$ cat src/rtl/core/jrd_pkg.sv
`timescale 1ns / 1ps
// Shared types and constants for the journal record deframer.
// Holds the word structs, the phase enum, status codes and the FNV-1a constants.
package jrd_pkg;

	localparam int LENGTH_WIDTH = 32;

	localparam logic [31:0] FNV_BASIS = 32'h811C_9DC5;
	localparam logic [31:0] FNV_PRIME = 32'h0100_0193;

	localparam logic [1:0] ST_OK   = 2'd0;
	localparam logic [1:0] ST_TAIL = 2'd1;
	localparam logic [1:0] ST_NOTJ = 2'd2;

	typedef enum logic [2:0] {
		PH_MAGIC,
		PH_VERSION,
		PH_LENGTH,
		PH_SUM,
		PH_PAYLOAD,
		PH_SKIP
	} phase_t;

	typedef struct packed {
		logic [7:0] data_byte;
		logic       last_byte;
	} in_t;

	typedef struct packed {
		logic       payload_valid;
		logic [7:0] payload_byte;
		logic       record_done;
		logic       file_done;
		logic [1:0] file_status;
	} out_t;

	// file magic: "CYJRNL", 0x00, 0x01
	function automatic logic [7:0] magic_byte(input logic [2:0] idx);
		logic [7:0] b;
		case (idx)
			3'd0: b = 8'h43;
			3'd1: b = 8'h59;
			3'd2: b = 8'h4A;
			3'd3: b = 8'h52;
			3'd4: b = 8'h4E;
			3'd5: b = 8'h4C;
			3'd6: b = 8'h00;
			3'd7: b = 8'h01;
			default: b = 8'h00;
		endcase
		return b;
	endfunction

endpackage

$ cat src/rtl/core/jrd_core.sv
`timescale 1ns / 1ps
// Deframing state machine: header check, record framing and FNV-1a hash.
// Depends on jrd_pkg; advances one word per cycle when step is high.
module jrd_core (
	input  logic                clk,
	input  logic                arst_n,
	input  logic                step,
	input  jrd_pkg::in_t        item,
	input  logic [31:0]         expected_version,
	output jrd_pkg::out_t       result
);

	localparam int LW = jrd_pkg::LENGTH_WIDTH;

	jrd_pkg::phase_t phase_q, phase_d;
	logic [LW-1:0]   cnt_q, cnt_d, cnt_inc;
	logic [31:0]     len_q, len_d;
	logic [31:0]     sum_q, sum_d;
	logic [31:0]     hash_q, hash_d, hash_mul;
	logic [31:0]     ver_q, ver_d;
	logic [1:0]      outc_q, outc_d;
	logic [31:0]     placed;
	logic            rec_done;
	logic            quad_end;

	assign cnt_inc  = cnt_q + LW'(1);
	assign placed   = 32'(item.data_byte) << {cnt_q[1:0], 3'b000};
	assign hash_mul = (hash_q ^ 32'(item.data_byte)) * jrd_pkg::FNV_PRIME;
	assign quad_end = (cnt_q[1:0] == 2'd3);

	// next state
	always_comb begin
		phase_d  = phase_q;
		cnt_d    = cnt_q;
		len_d    = len_q;
		sum_d    = sum_q;
		hash_d   = hash_q;
		ver_d    = ver_q;
		outc_d   = outc_q;
		rec_done = 1'b0;
		case (phase_q)
			jrd_pkg::PH_MAGIC: begin
				if (item.data_byte != jrd_pkg::magic_byte(cnt_q[2:0])) begin
					outc_d  = jrd_pkg::ST_NOTJ;
					phase_d = jrd_pkg::PH_SKIP;
				end else if (cnt_q[2:0] == 3'd7) begin
					cnt_d   = '0;
					phase_d = jrd_pkg::PH_VERSION;
				end else begin
					cnt_d = cnt_inc;
				end
			end
			jrd_pkg::PH_VERSION: begin
				ver_d = ver_q | placed;
				if (quad_end) begin
					cnt_d = '0;
					if (ver_d != expected_version) begin
						outc_d  = jrd_pkg::ST_NOTJ;
						phase_d = jrd_pkg::PH_SKIP;
					end else begin
						phase_d = jrd_pkg::PH_LENGTH;
					end
				end else begin
					cnt_d = cnt_inc;
				end
			end
			jrd_pkg::PH_LENGTH: begin
				len_d = len_q | placed;
				if (quad_end) begin
					cnt_d = '0;
					if ((len_d >> LW) != 32'd0) begin
						outc_d  = jrd_pkg::ST_TAIL;
						phase_d = jrd_pkg::PH_SKIP;
					end else begin
						phase_d = jrd_pkg::PH_SUM;
					end
				end else begin
					cnt_d = cnt_inc;
				end
			end
			jrd_pkg::PH_SUM: begin
				sum_d = sum_q | placed;
				if (quad_end) begin
					cnt_d  = '0;
					hash_d = jrd_pkg::FNV_BASIS;
					if (len_q == 32'd0) begin
						// empty record: checked against the offset basis
						if (jrd_pkg::FNV_BASIS == sum_d) begin
							rec_done = 1'b1;
							phase_d  = jrd_pkg::PH_LENGTH;
							sum_d    = '0;
						end else begin
							outc_d  = jrd_pkg::ST_TAIL;
							phase_d = jrd_pkg::PH_SKIP;
						end
					end else begin
						phase_d = jrd_pkg::PH_PAYLOAD;
					end
				end else begin
					cnt_d = cnt_inc;
				end
			end
			jrd_pkg::PH_PAYLOAD: begin
				hash_d = hash_mul;
				cnt_d  = cnt_inc;
				if (cnt_inc == len_q[LW-1:0]) begin
					if (hash_mul == sum_q) begin
						rec_done = 1'b1;
						phase_d  = jrd_pkg::PH_LENGTH;
						len_d    = '0;
						sum_d    = '0;
						hash_d   = jrd_pkg::FNV_BASIS;
						cnt_d    = '0;
					end else begin
						outc_d  = jrd_pkg::ST_TAIL;
						phase_d = jrd_pkg::PH_SKIP;
					end
				end
			end
			default: begin
			end
		endcase
	end

	// outputs
	always_comb begin
		result               = '0;
		result.payload_valid = (phase_q == jrd_pkg::PH_PAYLOAD);
		result.payload_byte  = (phase_q == jrd_pkg::PH_PAYLOAD) ? item.data_byte : 8'd0;
		result.record_done   = rec_done;
		result.file_done     = item.last_byte;
		if (item.last_byte) begin
			case (phase_d)
				jrd_pkg::PH_MAGIC,
				jrd_pkg::PH_VERSION: result.file_status = jrd_pkg::ST_NOTJ;
				jrd_pkg::PH_LENGTH:  result.file_status =
					(cnt_d == '0) ? jrd_pkg::ST_OK : jrd_pkg::ST_TAIL;
				jrd_pkg::PH_SUM,
				jrd_pkg::PH_PAYLOAD: result.file_status = jrd_pkg::ST_TAIL;
				default:             result.file_status = outc_d;
			endcase
		end
	end

	always_ff @(posedge clk or negedge arst_n) begin
		if (!arst_n) begin
			phase_q <= jrd_pkg::PH_MAGIC;
			cnt_q   <= '0;
			len_q   <= '0;
			sum_q   <= '0;
			hash_q  <= jrd_pkg::FNV_BASIS;
			ver_q   <= '0;
			outc_q  <= jrd_pkg::ST_OK;
		end else if (step) begin
			if (item.last_byte) begin
				phase_q <= jrd_pkg::PH_MAGIC;
				cnt_q   <= '0;
				len_q   <= '0;
				sum_q   <= '0;
				hash_q  <= jrd_pkg::FNV_BASIS;
				ver_q   <= '0;
				outc_q  <= jrd_pkg::ST_OK;
			end else begin
				phase_q <= phase_d;
				cnt_q   <= cnt_d;
				len_q   <= len_d;
				sum_q   <= sum_d;
				hash_q  <= hash_d;
				ver_q   <= ver_d;
				outc_q  <= outc_d;
			end
		end
	end

endmodule

$ cat src/rtl/core/journal_record_deframer.sv
`timescale 1ns / 1ps
// Journal record deframer top level: input register, deframing core, result register.
// Depends on jrd_pkg and jrd_core.
//
// Usage: the input channel (in_valid, in_stall, in_word) takes one file byte per
// word, with last_byte marking the final byte of a file. The output channel
// (out_valid, out_stall, out_word) returns exactly one result word per input
// word, in order: a payload byte when payload_valid is set, record_done on the
// byte that closes a record whose FNV-1a checksum matched, and file_done with
// file_status on the last byte. Payload of a record that never completes must
// be dropped downstream.
// Each input word is registered in the input register and its result in the result
// register, which drives out_valid. Throughput is one word per cycle while out_stall
// is low; the core's hash update is one 32-bit multiply.
// Reset clears all file state and sets expected_version to 1; cfg_we/cfg_data
// rewrite it and should only be used while idle. When out_stall and out_valid are
// both high, the result register holds, the input register fills, and then in_stall
// rises. After the last byte of a file the core returns to the header phase.
module journal_record_deframer (
	input  logic           clk,
	input  logic           arst_n,
	input  logic           in_valid,
	output logic           in_stall,
	input  jrd_pkg::in_t   in_word,
	output logic           out_valid,
	input  logic           out_stall,
	output jrd_pkg::out_t  out_word,
	input  logic           cfg_we,
	input  logic [31:0]    cfg_data
);

	logic          valid_s1;
	jrd_pkg::in_t  item_s1;
	logic          out_valid_q;
	jrd_pkg::out_t out_word_q;
	jrd_pkg::out_t result;
	logic [31:0]   version_q;
	logic          advance;
	logic          step;

	assign advance  = !out_valid_q || !out_stall;
	assign step     = valid_s1 && advance;
	assign in_stall = valid_s1 && !advance;

	always_ff @(posedge clk or negedge arst_n) begin
		if (!arst_n) begin
			version_q <= 32'd1;
		end else if (cfg_we) begin
			version_q <= cfg_data;
		end
	end

	always_ff @(posedge clk or negedge arst_n) begin
		if (!arst_n) begin
			valid_s1 <= 1'b0;
		end else if (!in_stall) begin
			valid_s1 <= in_valid;
		end
	end

	always_ff @(posedge clk) begin
		if (!in_stall && in_valid) begin
			item_s1 <= in_word;
		end
	end

	jrd_core u_core (
		.clk              (clk),
		.arst_n           (arst_n),
		.step             (step),
		.item             (item_s1),
		.expected_version (version_q),
		.result           (result)
	);

	always_ff @(posedge clk or negedge arst_n) begin
		if (!arst_n) begin
			out_valid_q <= 1'b0;
		end else if (advance) begin
			out_valid_q <= valid_s1;
		end
	end

	always_ff @(posedge clk) begin
		if (step) begin
			out_word_q <= result;
		end
	end

	assign out_valid = out_valid_q;
	assign out_word  = out_word_q;

endmodule
$ cat config.mk
export PLATFORM = sky130hd
export DESIGN_NAME = journal_record_deframer
export DESIGN_NICKNAME = d
export VERILOG_FILES = /design/src/rtl/core/jrd_pkg.sv /design/src/rtl/core/jrd_core.sv /design/src/rtl/core/journal_record_deframer.sv
export SDC_FILE = /design/constraint.sdc
export NUM_CORES = 1
export LEC_CHECK = 0
export BUFFER_PORTS_ARGS = -buffer_cell sky130_fd_sc_hd__buf_2
export CORE_ASPECT_RATIO = 1.2
export CORE_MARGIN = 2
export CORE_UTILIZATION = 65
export CTS_BUF_LIST = sky130_fd_sc_hd__clkbuf_4
export CTS_CLUSTER_SIZE = 40
export DETAILED_ROUTE_END_ITERATION = 8
export PLACE_DENSITY_LB_ADDON = 0.1
export SYNTH_ARGS = -nofsm -noshare
export SYNTH_HDL_FRONTEND = slang
export SYNTH_SLANG_ARGS = --single-unit
$ cat constraint.sdc
create_clock -name clk -period 13.2 [get_ports clk]
set_input_delay 1.98 -clock clk [delete_from_list [all_inputs] [get_ports clk]]
set_output_delay 1.98 -clock clk [all_outputs]
set_load 0.03 [all_outputs]
**Yosys cells after proc, flatten, opt, wreduce, memory -nomap -nowiden**

Memory sizes are Yosys's and may differ from the RTL's.
Cells that the tools add are included.

- Input bits: 46
- Memories kept: 1
- Memory bits (read-only): 48
- Word-level logic and storage cells: 119
- Flip-flop bits (word level): 221
- Output and inout bits: 15

Memory list:

| memory | words | width | read ports | clocked after Yosys merged registers in | write ports | line | source |
|---|---|---|---|---|---|---|---|
| (name not given) | 8 | 6 | 1 | 0 | 0 | jrd_pkg.sv:40 | `case (idx)` |

- Reduce and logical (&&, ||, !) cells: 22
- $add $sub $neg: 1
- Multiply operators: 1
- Bitwise logic cells: 4
- Multiplexer cells: 54
- Shifts and indexed selects: 1
- Equal/unequal tests: 18

Operators with widths:

| kind | number |
|---|---|
| 32-bit two-way mux | 19 |
| 32-bit one-hot mux with 2 select lines | 3 |
| 32-bit OR | 3 |
| 32-bit one-hot mux with 3 select lines | 1 |
| 32-bit equality test | 2 |
| 32-bit logical NOT | 2 |
| 3-bit two-way mux | 11 |
| 32-bit by 1-bit adder with 32-bit output (second input constant) | 1 |
| 32-bit equality test (first input constant) | 1 |
| 32-bit by 25-bit multiplier with 32-bit output (second input constant) | 1 |
| 32-bit != test | 1 |
| 8-bit by 5-bit << shifter with 32-bit output | 1 |
| 32-bit by 8-bit bitwise XOR with 32-bit output | 1 |
| 2-bit two-way mux | 9 |
| 3-bit one-hot mux with 5 select lines | 1 |
| 3-bit by 2-bit equality test with 1-bit output (second input constant) | 4 |
| 3-bit equality test (second input constant) | 3 |
| 3-bit by 2-bit != test with 1-bit output (second input constant) | 3 |
| 8-bit two-way mux | 1 |
| 8-bit != test | 1 |
| 2-bit one-hot mux with 4 select lines | 1 |
| 4-bit AND reduction | 2 |
| 3-bit by 1-bit equality test with 1-bit output (second input constant) | 2 |
| 3-bit logical NOT | 2 |
| 13 further kinds | 25 |

**Longest topological paths before layout**

Gate-level depths: netlist (run 1).

- Word-level depth: 10
- Gate-level depth with buffers: 34
- Gate-level depth less buffers: 29

**Hierarchy**

From an unflattened synthesis (run 1), not the netlist that was laid out.

- Cell total of the unflattened synthesis: 2206
- Area total of the unflattened synthesis: 19382.3 µm²

Modules (own cells, without submodules):

| module | cells each | sequential area each (µm²) | times used | area an instance (µm²) |
|---|---|---|---|---|
| jrd_core | 2108 | 4146.5 | 1 | 17289.1 |
| journal_record_deframer | 98 | 1512.7 | 1 | 2093.3 |

**Worst setup path before layout (run 1)**

No wires, ideal clock.

- Kind: register to register
- Start point: register item_s1[2] (netlist bit)
- End point: register out_word_q, in the netlist out_word[0], data pin
- Buffers on the path: 5
- Setup time: 270 ps
- Data required time: 12930 ps
- Stages on the path, launching flop included: 34
- Setup slack: 6003 ps
- Clock period less this slack: 7197 ps
- Arrival: 6927 ps
- Path through: edfxtp_1 -> clkbuf_1 -> clkbuf_1 -> clkbuf_1 -> xor2_1 -> ha_1 -> ha_1 -> inv_1 -> fa_1 -> inv_1 -> ha_1 -> inv_1 -> fa_1 -> inv_1 -> ha_1 -> inv_1 -> fa_1 -> inv_1 -> ha_1 -> clkbuf_1 -> a21oi_1 -> o221ai_1 -> a41oi_1 -> o221ai_1 -> xnor2_1 -> a31oi_1 -> o2111a_1 -> nand4_1 -> or3_1 -> buf_2 -> o31ai_2 -> nand4_1 -> nor4_1 -> a31oi_1

- Word-level cells in the longest chain between the ends: 10
- Elaborated cells on any way between the ends: 41
- Those cells by class: mul (1); eq/ne (8); shift (1); mux (24); bitwise (3); reduce/logical (4)

RTL lines:

| element | line | source |
|---|---|---|
| from (decl) | journal_record_deframer.sv:33 | `jrd_pkg::in_t item_s1;` |
| from (signal assigned) | journal_record_deframer.sv:63 | `item_s1 <= in_word;` |
| branches (longest 9 deep; another with 32-bit by 25-bit multiplier with 32-bit output) | n/a |  |
| 2-bit one-hot mux with 3 select lines * | jrd_core.sv:133 | `case (phase_d)` |
| to (signal assigned) | journal_record_deframer.sv:86 | `out_word_q <= result;` |
| to (decl) | journal_record_deframer.sv:35 | `jrd_pkg::out_t out_word_q;` |

Every way passes the cells marked *.
A chain may end at the register's enable or synchronous reset.

**Final worst setup path (run 1)**

- Start point: register item_s1[4] (netlist bit)
- End point: register u_core.sum_q[26]

- Word-level cells in the longest chain between the ends: 8
- Elaborated cells on any way between the ends: 13
- Those cells by class: mul (1); eq/ne (3); shift (1); mux (5); bitwise (2); reduce/logical (1)

RTL lines:

| element | line | source |
|---|---|---|
| branches (longest 8 deep; another with 32-bit by 25-bit multiplier with 32-bit output) | n/a |  |
| to (signal assigned) | jrd_core.sv:167 | `sum_q <= sum_d;` |
| to (decl) | jrd_core.sv:18 | `logic [31:0] sum_q, sum_d;` |

Several ways; the timed one is not identified.

==> flow_metrics.tcl, run 1 <==
set metrics [dict create \
    cts_tree "done" \
    clock_latency_ns 0.78 \
    fmax_mhz 108 \
    port_buffers 60 \
    required_ns 13.83 \
    r2r_setup_slack_ns 3.97 \
    path_class "reg2reg" \
    coreArea_sq_um 28600 \
    hold_viol_final 0 \
    ios 61 \
    hold_class "reg2reg" \
    worst_path_most_repeated_cell "inv_1" \
    numCtsBuffers 59 \
    setup_violations 0 \
    ys_ff_latch 221 \
    maxCapViolCount 0 \
    drt-pass1-iter-count 6 \
    synth.distinct_cells 85 \
    ys_async_sr_fraction_pct 90.0 \
    synthCells 2139 \
    drive_above_1_share_pct 11.6 \
    drv_slew 0 \
    cp-startpoint "item_s1[4]$_DFFE_PP_" \
    clockBufferDepth 3 \
    syn_area_sq_um 18800 \
    drcViolationCount 0 \
    nets 2469 \
    mappedNetlistNets 2443 \
    vias_per_cell 6.31 \
    maxUsedRoutingLayer "met5" \
    wl_um 56700 \
    area.growth.synth_to_final_pct 7.13 \
    dr_wl_met2_um 27900 \
    fp.dieW_um 159 \
    synth_warnings 0 \
    dpl.hpwl_um 42200 \
    cts.sinks 221 \
    grt_pass1_wl_um 90500 \
    post_cts_buffers 0 \
    post_cts_resized 0 \
    overflow 0 \
    drt-initial-drc-count 1259 \
    slew_headroom_pct 22.2 \
    grt_pass1_vias 16689 \
    synth-edff-count 22 \
    status "completed" \
    antenna_found_initial 3 \
    cts_root_buf "clkbuf_4" \
    start_util_pct 65.7 \
    reg2reg_from "item_s1[4]$_DFFE_PP_" \
    slowest_delay_ns 0.91 \
    gp_routability_congestion 0.970 \
    wl_met3_um 4050 \
    fillCellCount 2289 \
    period_needed_ns 9.23 \
    min-delay-start "u_core.ver_q[19]$_DFFE_PN0P_" \
    syn_avg_cell_area_sq_um 8.78 \
    clkTransAtPathRegs_ns 0.07 \
    ant_nets 0 \
    cts_hold_buf 0 \
    detail_route.wl_per_cell_um 21.8 \
    die_area_sq_um 30300 \
    timing.critical_path.from_type "flip-flop" \
    slowest_stage "o21a_1" \
    skew_ns 0.0440 \
    rsz0062_at_grt "false" \
    critical_path.endpoint_type "flip-flop" \
    tightest_slew_ns 1.16 \
    synth_flop_cell "dfrtp_1" \
    grt_usage_pct 38.3 \
    setup_tns_ns 0 \
    m1WireLength_um 20800 \
    grt_max_degree 75 \
    die_h_um 190 \
    row_count 68 \
    h-tree-depth 2 \
    cp.arrival_ns 9.86 \
    dr_total_vias 16413 \
    fin_crit_sh_pct 69.9 \
    yosysSeqAreaShare_pct 30.1 \
    cp_max_fo 33 \
]
[sequential cells by signal, indices dropped and copies added (netlist names)]
signal,flops
out_valid,1
u_core.cnt_q,32
valid_s1,1
version_q,32
u_core.hash_q,32
u_core.ver_q,32
u_core.phase_q,3
u_core.outc_q,2
out_word,13
item_s1,9
u_core.sum_q,32
u_core.len_q,32
[through the flow]
step                cell area, sq um  worst slack, ns  cells  hold slack, ns  util (%)
detailed placement             19300             4.19   2489           0.473      67.5
finish                         20100             3.97   2600           0.495      70.4
global route                   20100             3.43   2600           0.515      70.4
floorplan                      18800             6.00   2139           0.456         -
global placement               19300             4.18   2489           0.476      67.5
CTS                            20100             4.10   2599           0.495      70.4
[cell usage in the layout (no fill, tap or decap), types with 11 or more instances in the layout]
cell        n
buf_4      27
nor4_1     37
o21ai_0   101
buf_2      59
clkinv_1   22
and3_1     21
xnor2_1   119
and2_1     24
dfrtp_1   184
nor2_1    201
fa_1       74
edfxtp_1   22
nand4_1    34
a21oi_1   109
a31oi_1    85
nand2b_1   14
mux2_2     32
dfstp_2    15
clkbuf_4   81
a22o_1     14
nand3_1    37
a22oi_1    15
xor2_1     52
inv_1     271
o31ai_1    15
nand2_1   126
or3_1      11
a21o_1     13
ha_1      184
nor3_1     37
o22ai_1    12
[critical path, delay by kind of cell (launching register included)]
family                     cells  cell delay (ns)
AOI/OAI and AO/OA              8             2.90
xor gates and xnor gates       3             1.06
adders and majority gates      7             2.57
buffers and inverters          8             1.00
DFF                            1             0.68
and+or+nand+nor                4             0.85
[cells by family (layout without fill, tap and decap cells)]
kind of cell               after synthesis  in the layout  share of synthesized area [%]
and+or+nand+nor                        585            585                           15.0
AOI/OAI and AO/OA                      470            470                           16.1
buffers and inverters                  395            470                           8.12
adders and majority gates              258            258                           20.1
DFF                                    221            221                           30.1
xor gates and xnor gates               175            175                           8.46
muxes                                   35             35                           2.08
other                                    0              1                              0
[Yosys cell counts, types with 11 or more instances]
master / number / area share (%)
a21o_1: 13 / 0.52
a21oi_1: 111 / 3.0
a22o_1: 14 / 0.65
a22oi_1: 15 / 0.60
a31oi_1: 85 / 2.8
and2_1: 24 / 0.80
and3_1: 21 / 0.70
buf_2: 12 / 0.32
clkbuf_1: 95 / 1.9
dfrtp_1: 184 / 25
dfstp_2: 15 / 2.1
edfxtp_1: 22 / 3.5
fa_1: 74 / 7.9
ha_1: 184 / 12
inv_1: 271 / 5.4
mux2_2: 32 / 1.9
nand2_1: 126 / 2.5
nand2b_1: 14 / 0.47
nand3_1: 37 / 0.99
nand4_1: 34 / 1.1
nor2_1: 203 / 4.1
nor2b_1: 12 / 0.40
nor3_1: 37 / 0.99
nor4_1: 38 / 1.3
o21ai_0: 101 / 2.7
o22ai_1: 12 / 0.40
o31ai_1: 15 / 0.60
or3_1: 11 / 0.37
xnor2_1: 119 / 5.6
xor2_1: 52 / 2.4
[layout make-up]
class,instances,area [sq um],area share (%)
flip-flops and latches,221,5660,28.1
well taps,385,482,2.39
clock buffers,81,608,3.02
inverters,273,1020,5.09
clock inverters,29,211,1.05
multi-input cells,1523,11600,57.7
repair buffers,87,512,2.54
diodes,1,2.50,0.0124
[worst paths after layout]
kind,end,depth (start not counted)
hold / removal,u_core.ver_q[19]$_DFFE_PN0P_,2
max in group asynchronous,u_core.cnt_q[10]$_DFFE_PN0P_,2
setup reg to reg,u_core.sum_q[26]$_DFFE_PN0P_,30
setup / recovery,u_core.sum_q[26]$_DFFE_PN0P_,30
hold reg to reg,u_core.ver_q[19]$_DFFE_PN0P_,2
min in group asynchronous,out_valid$_DFFE_PN0N_,1
[layer usage]
metal | track usage [%] | vias to the layer above
li1 | - | 7479
met4 | 24.2 | 4
met3 | 6.15 | 223
met5 | 0 | -
met2 | 66.5 | 778
met1 | 44.4 | 7929
Power of run 1 is left out: the tool's default activity adds up to more than one toggle a clock period on the data nets, which glitch-free logic cannot reach.
==> inputs of run 2 (changes only) <==
--- a/config.mk
+++ b/config.mk
@@ -5,6 +5,7 @@
 export SDC_FILE = /design/constraint.sdc
 export NUM_CORES = 1
 export LEC_CHECK = 0
+export ABC_AREA = 1
 export BUFFER_PORTS_ARGS = -buffer_cell sky130_fd_sc_hd__buf_2
 export CORE_ASPECT_RATIO = 1.2
 export CORE_MARGIN = 2
==> constraint.sdc (replaced) <==
create_clock -name clk -period 8.6 [get_ports clk]
set_input_delay 1.29 -clock clk [delete_from_list [all_inputs] [get_ports clk]]
set_output_delay 1.29 -clock clk [all_outputs]
set_load 0.03 [all_outputs]
==> run 2 against run 1 <==
Compared with the run above: sequential share of layout area decreased by 2.0 points; die area grew 7.2%; cell area rose by 7.6%; first-iteration DRC count increased by 61%; register-to-register slack got worse by 3.7 ns; flip-flop and latch count unchanged; maximum frequency rose by 10%; setup slack worse by 3.7 ns; synthesized cell count grew 30%; critical path depth is 5 higher; wire length is 27% higher; non-clock buffer count up 1; critical endpoint is now u_core.len_q[30]$_DFFE_PN0P_; largest cell class unchanged.
==> flow_metrics.tcl, run 2 <==
set metrics [dict create \
    status "completed" \
    h-tree-depth 2 \
    fin_crit_sh_pct 97.2 \
    path_class "reg2reg" \
    numCtsBuffers 58 \
    drcViolationCount 0 \
    overflow 0 \
    critical_path.endpoint_type "flip-flop" \
    drv_slew 0 \
    skew_ns 0.0812 \
    detail_route.wl_per_cell_um 21.8 \
    yosysSeqAreaShare_pct 28.1 \
    finalInstanceArea_sq_um 21600 \
    synth.distinct_cells 60 \
    drt-initial-drc-count 2032 \
    ff_latch_area_sq_um 5660 \
    ys_async_sr_fraction_pct 90.0 \
    min_path_cells 2 \
    cp_max_fo 25 \
    rsz0062_at_grt "false" \
    r2r_setup_slack_ns 0.24 \
    reg2reg_from "item_s1[3]$_DFFE_PP_" \
    tightest_slew_ns 1.15 \
    cp-endpoint "u_core.len_q[30]$_DFFE_PN0P_" \
    start_util_pct 66.2 \
    grt_pass1_wl_um 111000 \
    synth.most_common_cell "nand2_1" \
    cts_root_buf "clkbuf_4" \
    ios 61 \
    mostFrequentLayoutCells "635 x nand2_1, 595 x inv_1, 210 x nor2_1, 187 x nand3_1" \
    hold_viol_final 0 \
    ant_nets 0 \
    timing.critical_path.from_type "flip-flop" \
    rr_endpoint "u_core.len_q[30]$_DFFE_PN0P_" \
    fmax_mhz 120 \
    clock_latency_ns 0.80 \
    cp-startpoint "item_s1[3]$_DFFE_PP_" \
    slowest_delay_ns 0.52 \
    dr_total_vias 20196 \
    cts.sinks 221 \
    post_cts_buffers 0 \
    cp.arrival_ns 9.02 \
    port_buffers 60 \
    grt_pass1_vias 20816 \
    dpl.hpwl_um 55100 \
    synthTopCellsByArea "dfrtp_1 23%, nand2_1 12%, ha_1 11%" \
    synthTopCellsByCount "635 x nand2_1, 596 x inv_1, 216 x nor2_1" \
    gp_routability_congestion 1.04 \
    hold_class "reg2reg" \
    ys_ff_latch 221 \
    setup_violations 0 \
    drt-pass1-iter-count 8 \
    antenna_found_initial 2 \
    nets 3171 \
    required_ns 9.26 \
    layout_commonest_cell "nand2_1" \
    multi_input_area_sq_um 12000 \
    mappedNetlistNets 3094 \
    synth_flop_cell "dfrtp_1" \
    synthCells 2790 \
    cts_hold_buf 0 \
    grt_usage_pct 45.5 \
    maxCapViolCount 0 \
    fillCellCount 2400 \
    die_h_um 197 \
    vias_per_cell 6.09 \
    clockBufferDepth 3 \
    synth-edff-count 22 \
    reg2reg_depth 35 \
    slowest_stage "edfxtp_1" \
    slew_headroom_pct 22.9 \
    synth_top_area_share_pct 22.8 \
    period_needed_ns 8.36 \
    drive_above_1_share_pct 8.57 \
    wl_um 72100 \
    coreArea_sq_um 30500 \
    place_area_sq_um 20900 \
    cts_tree "done" \
    die_area_sq_um 32500 \
    synth_largest_area_cell "dfrtp_1" \
    fp.dieW_um 165 \
    synth_warnings 0 \
    syn_area_sq_um 20200 \
    clkTransAtPathRegs_ns 0.07 \
    row_count 70 \
    area.growth.synth_to_final_pct 7.34 \
    setup_tns_ns 0 \
    syn_avg_cell_area_sq_um 7.23 \
    grt_max_degree 90 \
]
run 2: cell families (layout without fill, tap and decap cells):
kind of cell / Yosys count / in the layout / synth area share (%)
compound gates: 335 / 335 / 9.67
xor+xnor: 90 / 90 / 4.32
fa+ha+maj: 258 / 258 / 18.8
buf+inv: 677 / 804 / 12.8
flops: 221 / 221 / 28.1
mux: 13 / 13 / 0.726
other cells: 0 / 1 / 0
simple gates: 1196 / 1196 / 25.7
run 2: cell type report:
cell class / count / share of cell area (%)
multi-input cells: 1892 / 55.3
flip-flops and latches: 221 / 26.1
inverters: 606 / 10.5
clock buffers: 74 / 2.57
repair buffers: 88 / 2.40
well taps: 396 / 2.29
clock inverters: 36 / 0.769
diodes: 1 / 0.0116
run 2: how the worst min path moves through the flow:
stage                                 start                      endpoint
2_1_floorplan          valid_s1$_DFFE_PN0N_         out_valid$_DFFE_PN0N_
3_3_place_gp   u_core.hash_q[7]$_DFFE_PN1P_  u_core.hash_q[7]$_DFFE_PN1P_
3_5_place_dp   u_core.hash_q[7]$_DFFE_PN1P_  u_core.hash_q[7]$_DFFE_PN1P_
4_1_cts        u_core.hash_q[7]$_DFFE_PN1P_  u_core.hash_q[7]$_DFFE_PN1P_
5_1_grt        u_core.hash_q[7]$_DFFE_PN1P_  u_core.hash_q[7]$_DFFE_PN1P_
6_report       u_core.hash_q[7]$_DFFE_PN1P_  u_core.hash_q[7]$_DFFE_PN1P_
run 2: critical path: cells and delay by family, from the launching register on:
family | cells | cell delay, ns
AND/OR/NAND/NOR | 14 | 2.51
adder cells (fa/ha/maj) | 7 | 2.50
buffers and inverters | 9 | 1.13
AO/OA/AOI/OAI | 3 | 0.93
XOR/XNOR | 2 | 0.63
flip-flops | 1 | 0.52
run 2: metal layers:
metal / track usage (%) / share of wire [%] / vias to the layer above
met5: 0 / 0.018 / -
met4: 37.1 / 10 / 2
met3: 12.1 / 10 / 482
met2: 75.1 / 46 / 1307
met1: 48.7 / 33 / 9303
li1: - / - / 9102
run 2: metrics by stage:
| stage | cells | worst slack [ns] | utilization [%] | hold WS (ns) |
|---|---|---|---|---|
| floorplan | 2790 | 2.32 | - | 0.434 |
| global placement | 3203 | 0.611 | 68.6 | 0.471 |
| detailed placement | 3203 | 0.551 | 68.6 | 0.490 |
| CTS | 3313 | 0.478 | 70.9 | 0.499 |
| global route | 3314 | 0.0206 | 71.0 | 0.531 |
| finish | 3314 | 0.237 | 71.0 | 0.496 |
run 2: what timing repair did:
action                                  CTS  global route
gates resized for setup                   0             3
hold endpoints to repair                  0             0
endpoints found under the setup margin    0            11
Power of run 2 is left out for the same reason.
==> inputs of run 3 (changes only) <==
--- a/config.mk
+++ b/config.mk
@@ -5,7 +5,6 @@
 export SDC_FILE = /design/constraint.sdc
 export NUM_CORES = 1
 export LEC_CHECK = 0
-export ABC_AREA = 1
 export BUFFER_PORTS_ARGS = -buffer_cell sky130_fd_sc_hd__buf_2
 export CORE_ASPECT_RATIO = 1.2
 export CORE_MARGIN = 2
==> run 3 against run 2 <==
Compared with the run above: hold slack worse by 0.0012 ns; critical path type unchanged; non-clock buffer count rose by 7; via count decreased by 18%; global-route usage fell by 6.4 points; critical path depth decreased by 6; the flow now finishes with violations (DRC).
==> flow_metrics.tcl, run 3 (synthesis gave the netlist of run 1 again) <==
set metrics [dict create \
    antenna_found_initial 1 \
    cts_tree "done" \
    setup_tns_ns 0 \
    clockBufferDepth 3 \
    ant_nets 0 \
    critical_path.endpoint_type "flip-flop" \
    setup_violations 0 \
    fin_crit_sh_pct 95.5 \
    dr_total_vias 16578 \
    numCtsBuffers 56 \
    area.growth.synth_to_final_pct 7.22 \
    hold_viol_final 0 \
    overflow 0 \
    post_cts_buffers 0 \
    die_area_sq_um 30300 \
    status "finished with violations" \
    drt-pass1-iter-count 8 \
    slew_headroom_pct 23.1 \
    finalInstanceArea_sq_um 20100 \
    tightest_slew_ns 1.15 \
    fmax_mhz 122 \
    cts_hold_buf 0 \
    reg2reg_depth 29 \
    rr_endpoint "out_word[0]$_SDFFCE_PN0P_" \
    cts_root_buf "clkbuf_4" \
    r2r_setup_slack_ns 0.39 \
    place_area_sq_um 19400 \
    h-tree-depth 2 \
    mostFrequentLayoutCells "271 x inv_1, 201 x nor2_1, 184 x ha_1, 184 x dfrtp_1, 126 x nand2_1" \
    coreArea_sq_um 28600 \
    hold_class "reg2reg" \
    cp.arrival_ns 8.69 \
    die_h_um 190 \
    worst_path_most_repeated_cell "inv_1" \
    whs_ns 0.495 \
    layout_commonest_cell "inv_1" \
    min-delay-start "u_core.ver_q[10]$_DFFE_PN0P_" \
    slowest_delay_ns 0.58 \
    wl_um 57900 \
    clkTransAtPathRegs_ns 0.07 \
    cp_max_fo 18 \
    start_util_pct 65.7 \
    grt_usage_pct 39.2 \
    drcViolationCount 1 \
    path_class "reg2reg" \
    grt_max_degree 127 \
    row_count 68 \
    ios 61 \
    min_path_cells 2 \
    drv_slew 0 \
    fin_util_pct 70.4 \
    clock_latency_ns 0.76 \
    violations "DRC" \
    skew_ns 0.0370 \
    slowest_stage "o31a_1" \
    timing.critical_path.from_type "flip-flop" \
    gp_routability_congestion 0.995 \
    nets 2474 \
    drt-initial-drc-count 1443 \
    vias_per_cell 6.37 \
    fp.dieW_um 159 \
    required_ns 9.08 \
    fillCellCount 2322 \
    grt_pass1_wl_um 92800 \
    min_to "u_core.ver_q[10]$_DFFE_PN0P_" \
    port_buffers 60 \
    drive_above_1_share_pct 12.4 \
    dpl.hpwl_um 43600 \
    maxCapViolCount 0 \
    detail_route.wl_per_cell_um 22.2 \
    reg2reg_from "item_s1[4]$_DFFE_PP_" \
    cts.sinks 221 \
    grt_pass1_vias 17104 \
    period_needed_ns 8.21 \
]
run 3: changes by cell type in the layout (fill, tap and decap cells not counted), sizes merged, moves of 22 or more:
cell    previous run  this run
xnor2             16       119
nand4             75        34
nor2             228       206
a31oi             12        86
nand2            640       127
o21ai            147       104
inv              604       273
nand3            190        37
o22ai             44        12
a21oi             77       112
clkinv            37        14
run 3: metrics by stage:
| step | instances | setup WS, ns |
|---|---|---|
| floorplan | 2139 | 1.40 |
| global placement | 2497 | 0.303 |
| detailed placement | 2497 | 0.275 |
| CTS | 2602 | 0.263 |
| global route | 2603 | -0.00488 |
| finish | 2603 | 0.386 |
run 3: worst max-delay path by stage:
stage	from	endpoint	slack [ns]	cells after the start
after floorplan	item_s1[2]$_DFFE_PP_	out_word[0]$_SDFFCE_PN0P_	1.40	33
after global placement	item_s1[4]$_DFFE_PP_	out_word[0]$_SDFFCE_PN0P_	0.30	29
after detailed placement	item_s1[4]$_DFFE_PP_	out_word[0]$_SDFFCE_PN0P_	0.27	29
after CTS	item_s1[4]$_DFFE_PP_	out_word[0]$_SDFFCE_PN0P_	0.26	29
after global routing	item_s1[4]$_DFFE_PP_	out_word[0]$_SDFFCE_PN0P_	-0.005	29
final	item_s1[4]$_DFFE_PP_	out_word[0]$_SDFFCE_PN0P_	0.39	29
run 3: critical path: cells and delay by family (launching register included):
| kind | cells | cell delay [ns] |
|---|---|---|
| adder cells (fa/ha/maj) | 7 | 2.54 |
| AO/OA/AOI/OAI | 8 | 2.25 |
| AND/OR/NAND/NOR | 4 | 1.26 |
| XOR/XNOR | 3 | 0.78 |
| buffers and inverters | 7 | 0.64 |
| flip-flops | 1 | 0.48 |
run 3: routing by layer:
layer  vias up  track usage (%)  wire [um]
li1       7491                -          -
met4         0             24.5       3880
met5         -                0          0
met2       846             67.6      28500
met3       214             5.69       3880
met1      8027             46.3      21600
run 3: final cells by class:
class | count | area [sq um] | share of cell area, %
well taps | 385 | 482 | 2.39
diodes | 1 | 2.50 | 0.0124
clock buffers | 91 | 683 | 3.39
flip-flops and latches | 221 | 5660 | 28.1
clock inverters | 14 | 75.1 | 0.373
repair buffers | 95 | 572 | 2.84
inverters | 273 | 1020 | 5.09
multi-input cells | 1523 | 11600 | 57.8
run 3: what timing repair did:
action / CTS / global route
gates resized for setup: 0 / 3
hold endpoints to repair: 0 / 0
endpoints found under the setup margin: 0 / 13
Power of run 3 is left out for the same reason.
